**src/rtl/core/mvpm_pkg.sv**
```systemverilog
// ----------------------------------------------------------------------------
// Multi-voice PCM mixer package
// Sizes, request codes and the command/status bundles shared by the mixer's
// controller, datapath and top level.
// ----------------------------------------------------------------------------
package mvpm_pkg;

  // Voice count and sample memory size
  localparam int VOICES           = 16;
  localparam int SAMPLE_ADDR_BITS = 16;
  localparam int MEM_WORDS        = 1 << SAMPLE_ADDR_BITS;

  // Voice number width, at least one bit
  localparam int VIDX_W = (VOICES > 1) ? $clog2(VOICES) : 1;

  // Mix accumulator: each term stays below 2^16 in magnitude
  localparam int ACC_W = 18 + $clog2(VOICES);

  // Request codes
  typedef enum logic [1:0] {
    REQ_TICK  = 2'd0,
    REQ_START = 2'd1,
    REQ_GAIN  = 2'd2,
    REQ_LOAD  = 2'd3
  } req_e;

  // Controller to datapath commands
  typedef struct packed {
    logic              accept;    // latch request, clear accumulator
    logic              walk_en;   // issue one voice into the mix pipeline
    logic              search_en; // examine one voice for a start request
    logic              commit_en; // write the chosen voice
    logic              write_en;  // perform a gain or load write
    logic              load_rsp;  // capture the result into the output stage
    logic [VIDX_W-1:0] walk_idx;  // voice being visited
  } cmd_t;

  // Datapath to controller status
  typedef struct packed {
    logic hit;      // visited voice is inactive
    logic out_free; // output stage can take a result
  } sts_t;

endpackage

```
**src/rtl/core/mvpm_ctrl.sv**
```systemverilog
// ----------------------------------------------------------------------------
// Mixer controller
// Sequences each request: walks the voices for a tick or a start search,
// performs single-cycle writes, and hands the result to the output stage.
// ----------------------------------------------------------------------------
module mvpm_ctrl (
  input  logic          clk_i,
  input  logic          rst_ni,
  input  logic          req_valid_i,
  input  logic [1:0]    req_type_i,
  output logic          req_ready_o,
  input  mvpm_pkg::sts_t sts_i,
  output mvpm_pkg::cmd_t cmd_o
);
  import mvpm_pkg::*;

  typedef enum logic [7:0] {
    ST_IDLE   = 8'b0000_0001,
    ST_TICK   = 8'b0000_0010,
    ST_DRAIN1 = 8'b0000_0100,
    ST_DRAIN2 = 8'b0000_1000,
    ST_SEARCH = 8'b0001_0000,
    ST_COMMIT = 8'b0010_0000,
    ST_WRITE  = 8'b0100_0000,
    ST_RESP   = 8'b1000_0000
  } state_e;

  localparam logic [VIDX_W-1:0] LAST_IDX = VIDX_W'(VOICES - 1);

  state_e            state_q, state_d;
  logic [VIDX_W-1:0] cnt_q, cnt_d;
  logic              accept;

  assign req_ready_o = (state_q == ST_IDLE);
  assign accept      = req_valid_i && req_ready_o;

  // Next state, walk counter and commands
  always_comb begin
    state_d = state_q;
    cnt_d   = cnt_q;
    cmd_o   = '0;
    cmd_o.accept   = accept;
    cmd_o.walk_idx = cnt_q;
    unique case (state_q)
      ST_IDLE: begin
        cnt_d = '0;
        if (accept) begin
          unique case (req_e'(req_type_i))
            REQ_TICK:  state_d = ST_TICK;
            REQ_START: state_d = ST_SEARCH;
            REQ_GAIN:  state_d = ST_WRITE;
            REQ_LOAD:  state_d = ST_WRITE;
            default:   state_d = ST_WRITE;
          endcase
        end
      end
      ST_TICK: begin
        cmd_o.walk_en = 1'b1;
        if (cnt_q == LAST_IDX) begin
          cnt_d   = '0;
          state_d = ST_DRAIN1;
        end else begin
          cnt_d = cnt_q + 1'b1;
        end
      end
      ST_DRAIN1: state_d = ST_DRAIN2;
      ST_DRAIN2: state_d = ST_RESP;
      ST_SEARCH: begin
        cmd_o.search_en = 1'b1;
        if (sts_i.hit || cnt_q == LAST_IDX) begin
          cnt_d   = '0;
          state_d = ST_COMMIT;
        end else begin
          cnt_d = cnt_q + 1'b1;
        end
      end
      ST_COMMIT: begin
        cmd_o.commit_en = 1'b1;
        state_d         = ST_RESP;
      end
      ST_WRITE: begin
        cmd_o.write_en = 1'b1;
        state_d        = ST_RESP;
      end
      ST_RESP: begin
        if (sts_i.out_free) begin
          cmd_o.load_rsp = 1'b1;
          state_d        = ST_IDLE;
        end
      end
      default: state_d = ST_IDLE;
    endcase
  end

  // State registers
  always_ff @(posedge clk_i or negedge rst_ni) begin
    if (!rst_ni) begin
      state_q <= ST_IDLE;
      cnt_q   <= '0;
    end else begin
      state_q <= state_d;
      cnt_q   <= cnt_d;
    end
  end

endmodule

```
**config.mk**
```make
export PLATFORM = sky130hd
export DESIGN_NAME = mvpm_ctrl
export DESIGN_NICKNAME = d
export VERILOG_FILES = /design/src/rtl/core/mvpm_pkg.sv /design/src/rtl/core/mvpm_ctrl.sv
export SDC_FILE = /design/constraint.sdc
export NUM_CORES = 1
export LEC_CHECK = 0
export ABC_CLOCK_PERIOD_IN_PS = 3750
export CAP_MARGIN = 25
export CORE_MARGIN = 4
export CORE_UTILIZATION = 35
export CTS_BUF_LIST = sky130_fd_sc_hd__clkbuf_4 sky130_fd_sc_hd__clkbuf_8
export DETAILED_ROUTE_END_ITERATION = 10
export DONT_BUFFER_PORTS = 1
export GPL_ROUTABILITY_DRIVEN = 0
export SETUP_SLACK_MARGIN = 0.3
export SYNTH_ARGS = -nofsm -noshare
export SYNTH_HDL_FRONTEND = slang
export SYNTH_SLANG_ARGS = --single-unit
```
**constraint.sdc**
```tcl
create_clock -name clk_i -period 3.75 [get_ports clk_i]
set_input_delay 0 -clock clk_i [delete_from_list [all_inputs] [get_ports clk_i]]
set_output_delay 0 -clock clk_i [all_outputs]
set_load 0.01 [all_outputs]
```
==> summary.md, run 1 <==
| Metric | Value |
|---|---|
| Yosys reg bits | `12` |
| Reg-to-reg endpoint | `state_q[4]` |
| 1st-pass router iterations | `4` |
| 1st-iter DRT viols | `26` |
| Die H | `52.98 microns` |
| CP Class | `reg -> reg` |
| Worst hold path type | `in -> reg` |
| H-tree Lvls | `1` |
| Vias/cell | `around 5.6` |
| EDFF count, synth | `0` |
| CTS tree | `done` |
| Lkg Pwr | `slightly below 0.4 nW` |
| Ys Warns | `0` |
| DR DRC count | `0` |
| Initial core utilization | `a little over a third` |
| Final Cycle Share | `between 60% and 70%` |
| CTS resizes | `0` |
| Area grow syn2layout | `18.55%` |
| Hold Path Depth | `4` |
| Final ANT Viol Nets | `0` |
| Clk slew on worst S/H paths | `roughly 80 ps` |
| Routed len/inst | `around 15 microns` |
| Skew final | `~4.1 ps` |
| Count of final setup violators | `0` |
| Pwr/cell area | `roughly 550 nW/um^2` |
| Worst setup SP type | `flip-flop` |
| Hold violation count in the final report | `0` |
| DPL Wire Length | `roughly 1300 microns` |
| Gate Count Post-Synth | `between 70 and 80` |
| Share of cells above drive strength 1 | `8.333%` |
| TNS Setup | `0 ps` |
| Reg2Reg Depth | `5` |
| CP max FO | `7` |
| Fill count | `about 200` |
| Status | `finished, final reports clean` |
| Asr flop ratio synth | `100.0%` |
| FP Rows | `16` |
| Post-Syn Area | `between 700 and 800 sq um` |
| Fin. max-slew vios | `0` |
| Most frequently used flop master after synthesis | `dfrtp_1` |
| Synth Area in XOR/XNOR | `under 10%` |
| CP required | `~4000 ps` |
| Storage element area | `between 300 and 400 sq um` |
| Die area | `about 2800 sq um` |
| Num CTS Buffers | `3` |
| Syn Area/Cell | `~9.6 sq um` |
| Adder-Cell Fraction of Synth Area | `roughly 1.8%` |
| CP endpoint kind | `flip-flop` |
| Vias | `between 600 and 700` |
| Worst r2r src | `state_q[6]` |
| Post-Route WL | `around 1700 microns` |
| Post-synthesis mux area share | `0%` |
| Vias in the first global route | `608` |
| Worst skew pair latency | `roughly 270 ps` |
| Final Util | `~43%` |
| Clk sink count | `12` |
| Largest family of logic cells by synthesized area | `simple AND/OR/NAND/NOR gates` |
| Core Region | `1942 sq um` |
| Worst Tran Pin Value | `704.4 ps` |
| Hold path endpoint | `cnt_q[0]` |
| Antenna Cells | `0` |
| Final std cells w/o fill | `approximately 110` |
| Grt total ovfl | `0` |
| Sequential fraction of the synthesis area | `between 40% and 50%` |
| Port buffer count | `0` |
| Area of the multi-input gates | `361.6 sq um` |
| First-pass GRT wire length | `2946 microns` |
| Fmax | `436.8 MHz` |
| Syn nets | `a little over 80` |
| WHS | `slightly below 100 ps` |
| Critical Path AT | `approximately 2500 ps` |
| Max-cap viol count | `0` |
| Worst rel slew slack | `~52%` |
| Post-Synth Simple-Gate Area | `between 20% and 30%` |
| Post-layout nets | `just over 90` |
| CTS root buffer | `clkbuf_4` |
| Compound-Gate Fraction of Synth Area | `between 10% and 20%` |
| Pin count of the biggest net entering global routing | `13` |
| Die Wd | `roughly 53 microns` |
| Minimum clock period | `between 2000 and 2500 ps` |
| Clock tree buffer depth | `2` |
| Placed insts | `99` |
| Initial antenna violation count | `0` |
| Total GRT Usage | `~14%` |
| # IOs | `18` |
| Worst VDD drop | `around 0.33 mV` |
| R2r setup slk | `approximately 1500 ps` |
| RSZ-0062 raised after global routing | `false` |
| Min-Delay Startpoint | `sts_i[1]` |
| Synth cell types | `32` |
==> where the power goes <==
part	leakage, nW	switching (W)	internal, W
Sequential	0.163	0.0000395	0.000153
Clock	0.0210	0.0000457	0.0000589
Combinational	0.206	0.0000925	0.0000713
Total	0.390	0.000178	0.000283
==> registers in the layout, indices dropped and copies added (netlist names) <==
| name | cells |
|---|---|
| state_q | 8 |
| cnt_q | 4 |
==> cell families (layout without fill, tap and decap cells) <==
| kind of cell | Yosys count | in the layout |
|---|---|---|
| DFF | 12 | 12 |
| AOI/OAI and AO/OA | 17 | 17 |
| and+or+nand+nor | 33 | 33 |
| buffers and inverters | 9 | 19 |
| adders and majority gates | 1 | 1 |
| xor gates and xnor gates | 2 | 2 |
==> critical path: stages, from the launching register on <==
cell and delay (ps):
dfrtp_1 450, or4_1 610, nor2_1 160, and3_1 290
a32o_1 190, dlygate4sd3_1 530
==> worst max path at each step <==
stage,start,endpoint,slack (ps),depth (start not counted)
after floorplan,state_q[6],cnt_q[2],2150,4
after global placement,state_q[6],state_q[4],2000,4
after detailed placement,state_q[6],state_q[4],2010,4
after CTS,state_q[6],state_q[4],1460,5
after global routing,state_q[6],state_q[4],1360,5
final,state_q[6],state_q[4],1460,5
==> synth_stat cells, types with 2 or more instances <==
cell | number | area [sq um]
o21ai_1 | 2 | 10.01
a21oi_1 | 2 | 10.01
xor2_1 | 2 | 17.52
o32ai_1 | 3 | 26.28
a32o_1 | 2 | 20.02
dfrtp_1 | 11 | 275.3
nor4b_1 | 2 | 17.52
inv_1 | 7 | 26.28
nand2_1 | 5 | 18.77
nand3_1 | 2 | 10.01
nor4_1 | 2 | 12.51
o21ai_0 | 3 | 15.01
nor2_1 | 7 | 26.28
nand2b_1 | 2 | 12.51
and3_1 | 4 | 25.02
nor2b_1 | 2 | 12.51
==> metal layers <==
metal  GRT usage [%]  routed length, microns  vias up
met1           20.97                     721      290
met3           2.817                     183        2
met5               0                       0        -
met2           19.83                     750       37
met4           6.809                      24        0
li1                -                       -      294
==> cell usage in the layout (no fill, tap or decap), types with 2 or more instances in the layout <==
cell type | synthesis | final
xor2_1 | 2 | 2
dfrtp_1 | 11 | 11
nand2_1 | 5 | 5
nor4b_1 | 2 | 2
o32ai_1 | 3 | 3
nor2b_1 | 2 | 2
nor4_1 | 2 | 2
and3_1 | 4 | 4
nor2_1 | 7 | 7
clkbuf_4 | 0 | 3
o21ai_1 | 2 | 2
a21oi_1 | 2 | 2
nand3_1 | 2 | 2
dlygate4sd3_1 | 0 | 8
o21ai_0 | 3 | 3
inv_1 | 7 | 7
nand2b_1 | 2 | 2
a32o_1 | 2 | 2
==> stage by stage <==
stage	setup slack [ps]	instance area (sq um)	total power, W
after CTS	1462	839.6	0.0004639
after floorplan	2148	708.2	0.0003195
final	1460	839.6	0.0004610
after global placement	1999	723.2	0.0003448
after global routing	1357	839.6	0.0004963
after detailed placement	2011	723.2	0.0003450
==> layout make-up <==
type / count / share of cell area, %
sequential: 12 / 35.92
multi-input combinational: 53 / 43.07
clock buffer: 4 / 4.322
tap: 27 / 4.024
timing repair buffer: 8 / 9.538
inverter: 7 / 3.130
==> repair_timing <==
item                                   4_1_cts  5_1_grt
hold buffers                                 8        0
setup buffers                                0        0
endpoints found under the hold margin       18        0
Power figures use the tool's default switching activity.
==> run 2: changes to the inputs <==
ABC_AREA = 1   (was not set)
ABC_CLOCK_PERIOD_IN_PS = 2150   (was 3750)
clock period = 2.15 ns   (was 3.75 ns; I/O delays follow)
==> summary.md, run 2 <==
| Metric | Value |
|---|---|
| Total GRT Usage | `11.26% (was 14.35%)` |
| Worst VDD drop | `0.5503 mV (was 0.3265 mV)` |
| Commonest non-fill, non-tap cell in the layout | `nand2_1 (was dfrtp_1)` |
| CP max stage cell | `dfrtp_1 (was or4_1)` |
| Syn nets | `116 (was 82)` |
| CP endpoint kind | `flip-flop (unchanged)` |
| Core Region | `2276 sq um (was 1942 sq um)` |
| Placed insts | `135 (was 99)` |
| Top flop regs | `state_q x8, cnt_q x4 (unchanged)` |
| Fill count | `223 (was 199)` |
| Synth area leaders | `dfrtp_1, nand2_1, nand2_4 (was dfrtp_1, a2111oi_4, dfstp_2)` |
| DR DRC count | `0 (unchanged)` |
| Share of cells above drive strength 1 | `32.76% (was 8.333%)` |
| Final ANT Viol Nets | `0 (unchanged)` |
| Area grow syn2layout | `12.61% (was 18.55%)` |
| Routed len/inst | `11.74 microns (was 15.13 microns)` |
| Fmax | `701.2 MHz (was 436.8 MHz)` |
| Commonest cells after routing, fill and taps aside | `nand2_1, inv_1, nor2_1 (was dfrtp_1, dlygate4sd3_1, nor2_1, inv_1, nand2_1)` |
| Worst hold path type | `in -> reg (unchanged)` |
| Final Cycle Share | `66.33% (was 61.06%)` |
| Hold violation count in the final report | `0 (unchanged)` |
| Vias in the first global route | `643 (was 608)` |
| Gate Count Post-Synth | `108 (was 74)` |
| Ys Warns | `0 (unchanged)` |
| GR Layer Usage met3 | `2.262% (was 2.817%)` |
| Post-Route WL | `1691 microns (was 1679 microns)` |
| Buf/Inv on CP | `2 (was 1)` |
| Grt total ovfl | `0 (unchanged)` |
| Status | `finished, final reports clean (unchanged)` |
| GR Util met1 | `13.54% (was 20.97%)` |
| Initial core utilization | `37.49% (was 36.47%)` |
| Minimum clock period | `1426 ps (was 2290 ps)` |
| Most frequently used flop master after synthesis | `dfrtp_1 (unchanged)` |
| Met2 Use GR | `18.71% (was 19.83%)` |
| 1st-iter DRT viols | `16 (was 26)` |
| CP cell instances | `ha_1 > nand3_1 > nand2_1 > inv_2 > nand2_4 > nand2_4 > nor2_4 > inv_2 > nor2_1 (was or4_1 > nor2_1 > and3_1 > a32o_1 > dlygate4sd3_1)` |
| Fin. max-slew vios | `0 (unchanged)` |
| Skew final | `1.546 ps (was 4.102 ps)` |
| RSZ-0062 raised after global routing | `false (unchanged)` |
| Storage element area | `301.5 sq um (unchanged)` |
| Busiest grt layer | `met2 (was met1)` |
| Critical Path AT | `1640 ps (was 2500 ps)` |
| 1st-pass router iterations | `4 (unchanged)` |
| Worst rel slew slack | `62.83% (was 52.38%)` |
| Vias/cell | `4.569 (was 5.613)` |
| Max incr delay on CP | `480 ps (was 610 ps)` |
| CP required | `2360 ps (was 3960 ps)` |
| H-tree Lvls | `1 (unchanged)` |
| Area of the multi-input gates | `465.4 sq um (was 361.6 sq um)` |
| Sequential fraction of the synthesis area | `35.34% (was 42.58%)` |
| Post-Syn Area | `853.3 sq um (was 708.2 sq um)` |
| TNS Setup | `0 ps (unchanged)` |
| Final std cells w/o fill | `144 (was 111)` |
| Die Wd | `57.38 microns (was 52.98 microns)` |
| Max-cap viol count | `0 (unchanged)` |
| Antenna Cells | `0 (unchanged)` |
| Die area | `3292 sq um (was 2807 sq um)` |
| Synth top cells by count | `nand2_1, inv_1, nor2_1 (was dfrtp_1, inv_1, nor2_1)` |
| Count of final setup violators | `0 (unchanged)` |
| Num CTS Buffers | `3 (unchanged)` |
| Pwr/cell area | `1436 nW/um^2 (was 549.1 nW/um^2)` |
| CP max FO | `5 (was 7)` |
| Post-layout nets | `125 (was 93)` |
| Die H | `57.38 microns (was 52.98 microns)` |
| Yosys reg bits | `12 (unchanged)` |
| EDFF count, synth | `0 (unchanged)` |
| Initial antenna violation count | `0 (unchanged)` |
| Synth top area share | `32.26% (was 38.87%)` |
| Yosys top cell by area | `dfrtp_1 (unchanged)` |
| Vias | `658 (was 623)` |
| Worst Tran Pin Value | `555.8 ps (was 704.4 ps)` |
| CTS tree | `done (unchanged)` |
| CTS root buffer | `clkbuf_4 (unchanged)` |
| Worst skew pair latency | `280 ps (was 270 ps)` |
| Asr flop ratio synth | `100.0% (unchanged)` |
| # IOs | `18 (unchanged)` |
| Synth cell types | `22 (was 32)` |
| CP Class | `reg -> reg (unchanged)` |
| Syn Area/Cell | `7.901 sq um (was 9.570 sq um)` |
| Worst setup SP type | `flip-flop (unchanged)` |
| Pin count of the biggest net entering global routing | `13 (unchanged)` |
| Top reg by flops | `state_q (unchanged)` |
| Clock tree buffer depth | `2 (unchanged)` |
| Clk sink count | `12 (unchanged)` |
| Largest delay share family, worst path | `simple AND/OR/NAND/NOR gates (unchanged)` |
| Max reg flops | `8 (unchanged)` |
| Most frequent cell after synthesis | `nand2_1 (was dfrtp_1)` |
| DPL Wire Length | `1364 microns (was 1258 microns)` |
| Port buffer count | `0 (unchanged)` |
| Clk slew on worst S/H paths | `80 ps (about the same)` |
| Lkg Pwr | `0.5202 nW (was 0.3902 nW)` |
| FP Rows | `17 (was 16)` |
| First-pass GRT wire length | `2891 microns (was 2946 microns)` |
-- run 2: cell count changes after synthesis, sizes merged, moves of 3 or more --
cell	before	now
nand2	5	32
inv	7	21
nor2	7	21
nand3	2	10
and3	4	0
o32ai	3	0
-- run 2: cells by family after synthesis --
kind of cell / synth area share [%]
adder cells (fa/ha/maj): 1.466
AND/OR/NAND/NOR: 47.36
AO/OA/AOI/OAI: 4.692
flip-flops: 35.34
XOR/XNOR: 1.027
buffers and inverters: 10.12
-- run 2: where the power goes --
group          internal (W)  switching, W
Combinational      0.000287      0.000574
Sequential         0.000291     0.0000595
Clock             0.0000847     0.0000832
-- run 2: path summary, 6_finish.rpt --
kind	from	to	slack (ps)	cells past startpoint
worst max-delay path	cnt_q[0]	state_q[6]	720	9
worst min-delay path	sts_i[1]	state_q[4]	8	5
worst max register to register	cnt_q[0]	state_q[6]	720	9
worst min register to register	state_q[2]	state_q[3]	590	2
max in group asynchronous	rst_ni	state_q[0]	1640	1
min in group asynchronous	rst_ni	cnt_q[2]	140	1
-- run 2: timing repair --
action	CTS	global route
buffers inserted	0	0
resized for setup	0	0
endpoints found under the hold margin	17	0
hold buffers	5	0
-- run 2: worst reg2reg max path, delay by kind of cell, from the launching register on --
| family | cells | cell delay [ps] |
|---|---|---|
| buffers and inverters | 2 | 100 |
| DFF | 1 | 480 |
| adders and majority gates | 1 | 230 |
| and+or+nand+nor | 6 | 560 |
-- run 2: metrics by stage --
stage | total power (W) | hold WS, ps | utilization (%) | setup WS [ps] | instance area (sq um)
global placement | 0.001204 | -295.1 | 38.70 | 780.4 | 880.8
global route | 0.001496 | 36.58 | 42.22 | 555.4 | 960.9
detailed placement | 0.001220 | -295.2 | 38.70 | 738.6 | 880.8
floorplan | 0.001096 | -295.6 | - | 853.7 | 853.3
CTS | 0.001398 | 10.52 | 42.22 | 719.6 | 960.9
finish | 0.001380 | 8.233 | 42.22 | 723.9 | 960.9
-- run 2: area by class of cell --
type,count,area share [%]
multi-input combinational,74,48.44
timing repair buffer,5,5.208
tap,28,3.646
clock buffer,4,3.125
sequential,12,31.38
inverter,21,8.203
-- run 2: metal layers --
layer | wire, microns | share of wire (%)
met1 | 757 | 45
met2 | 809 | 48
met3 | 92 | 5.4
met4 | 32 | 1.9
met5 | 0 | 0
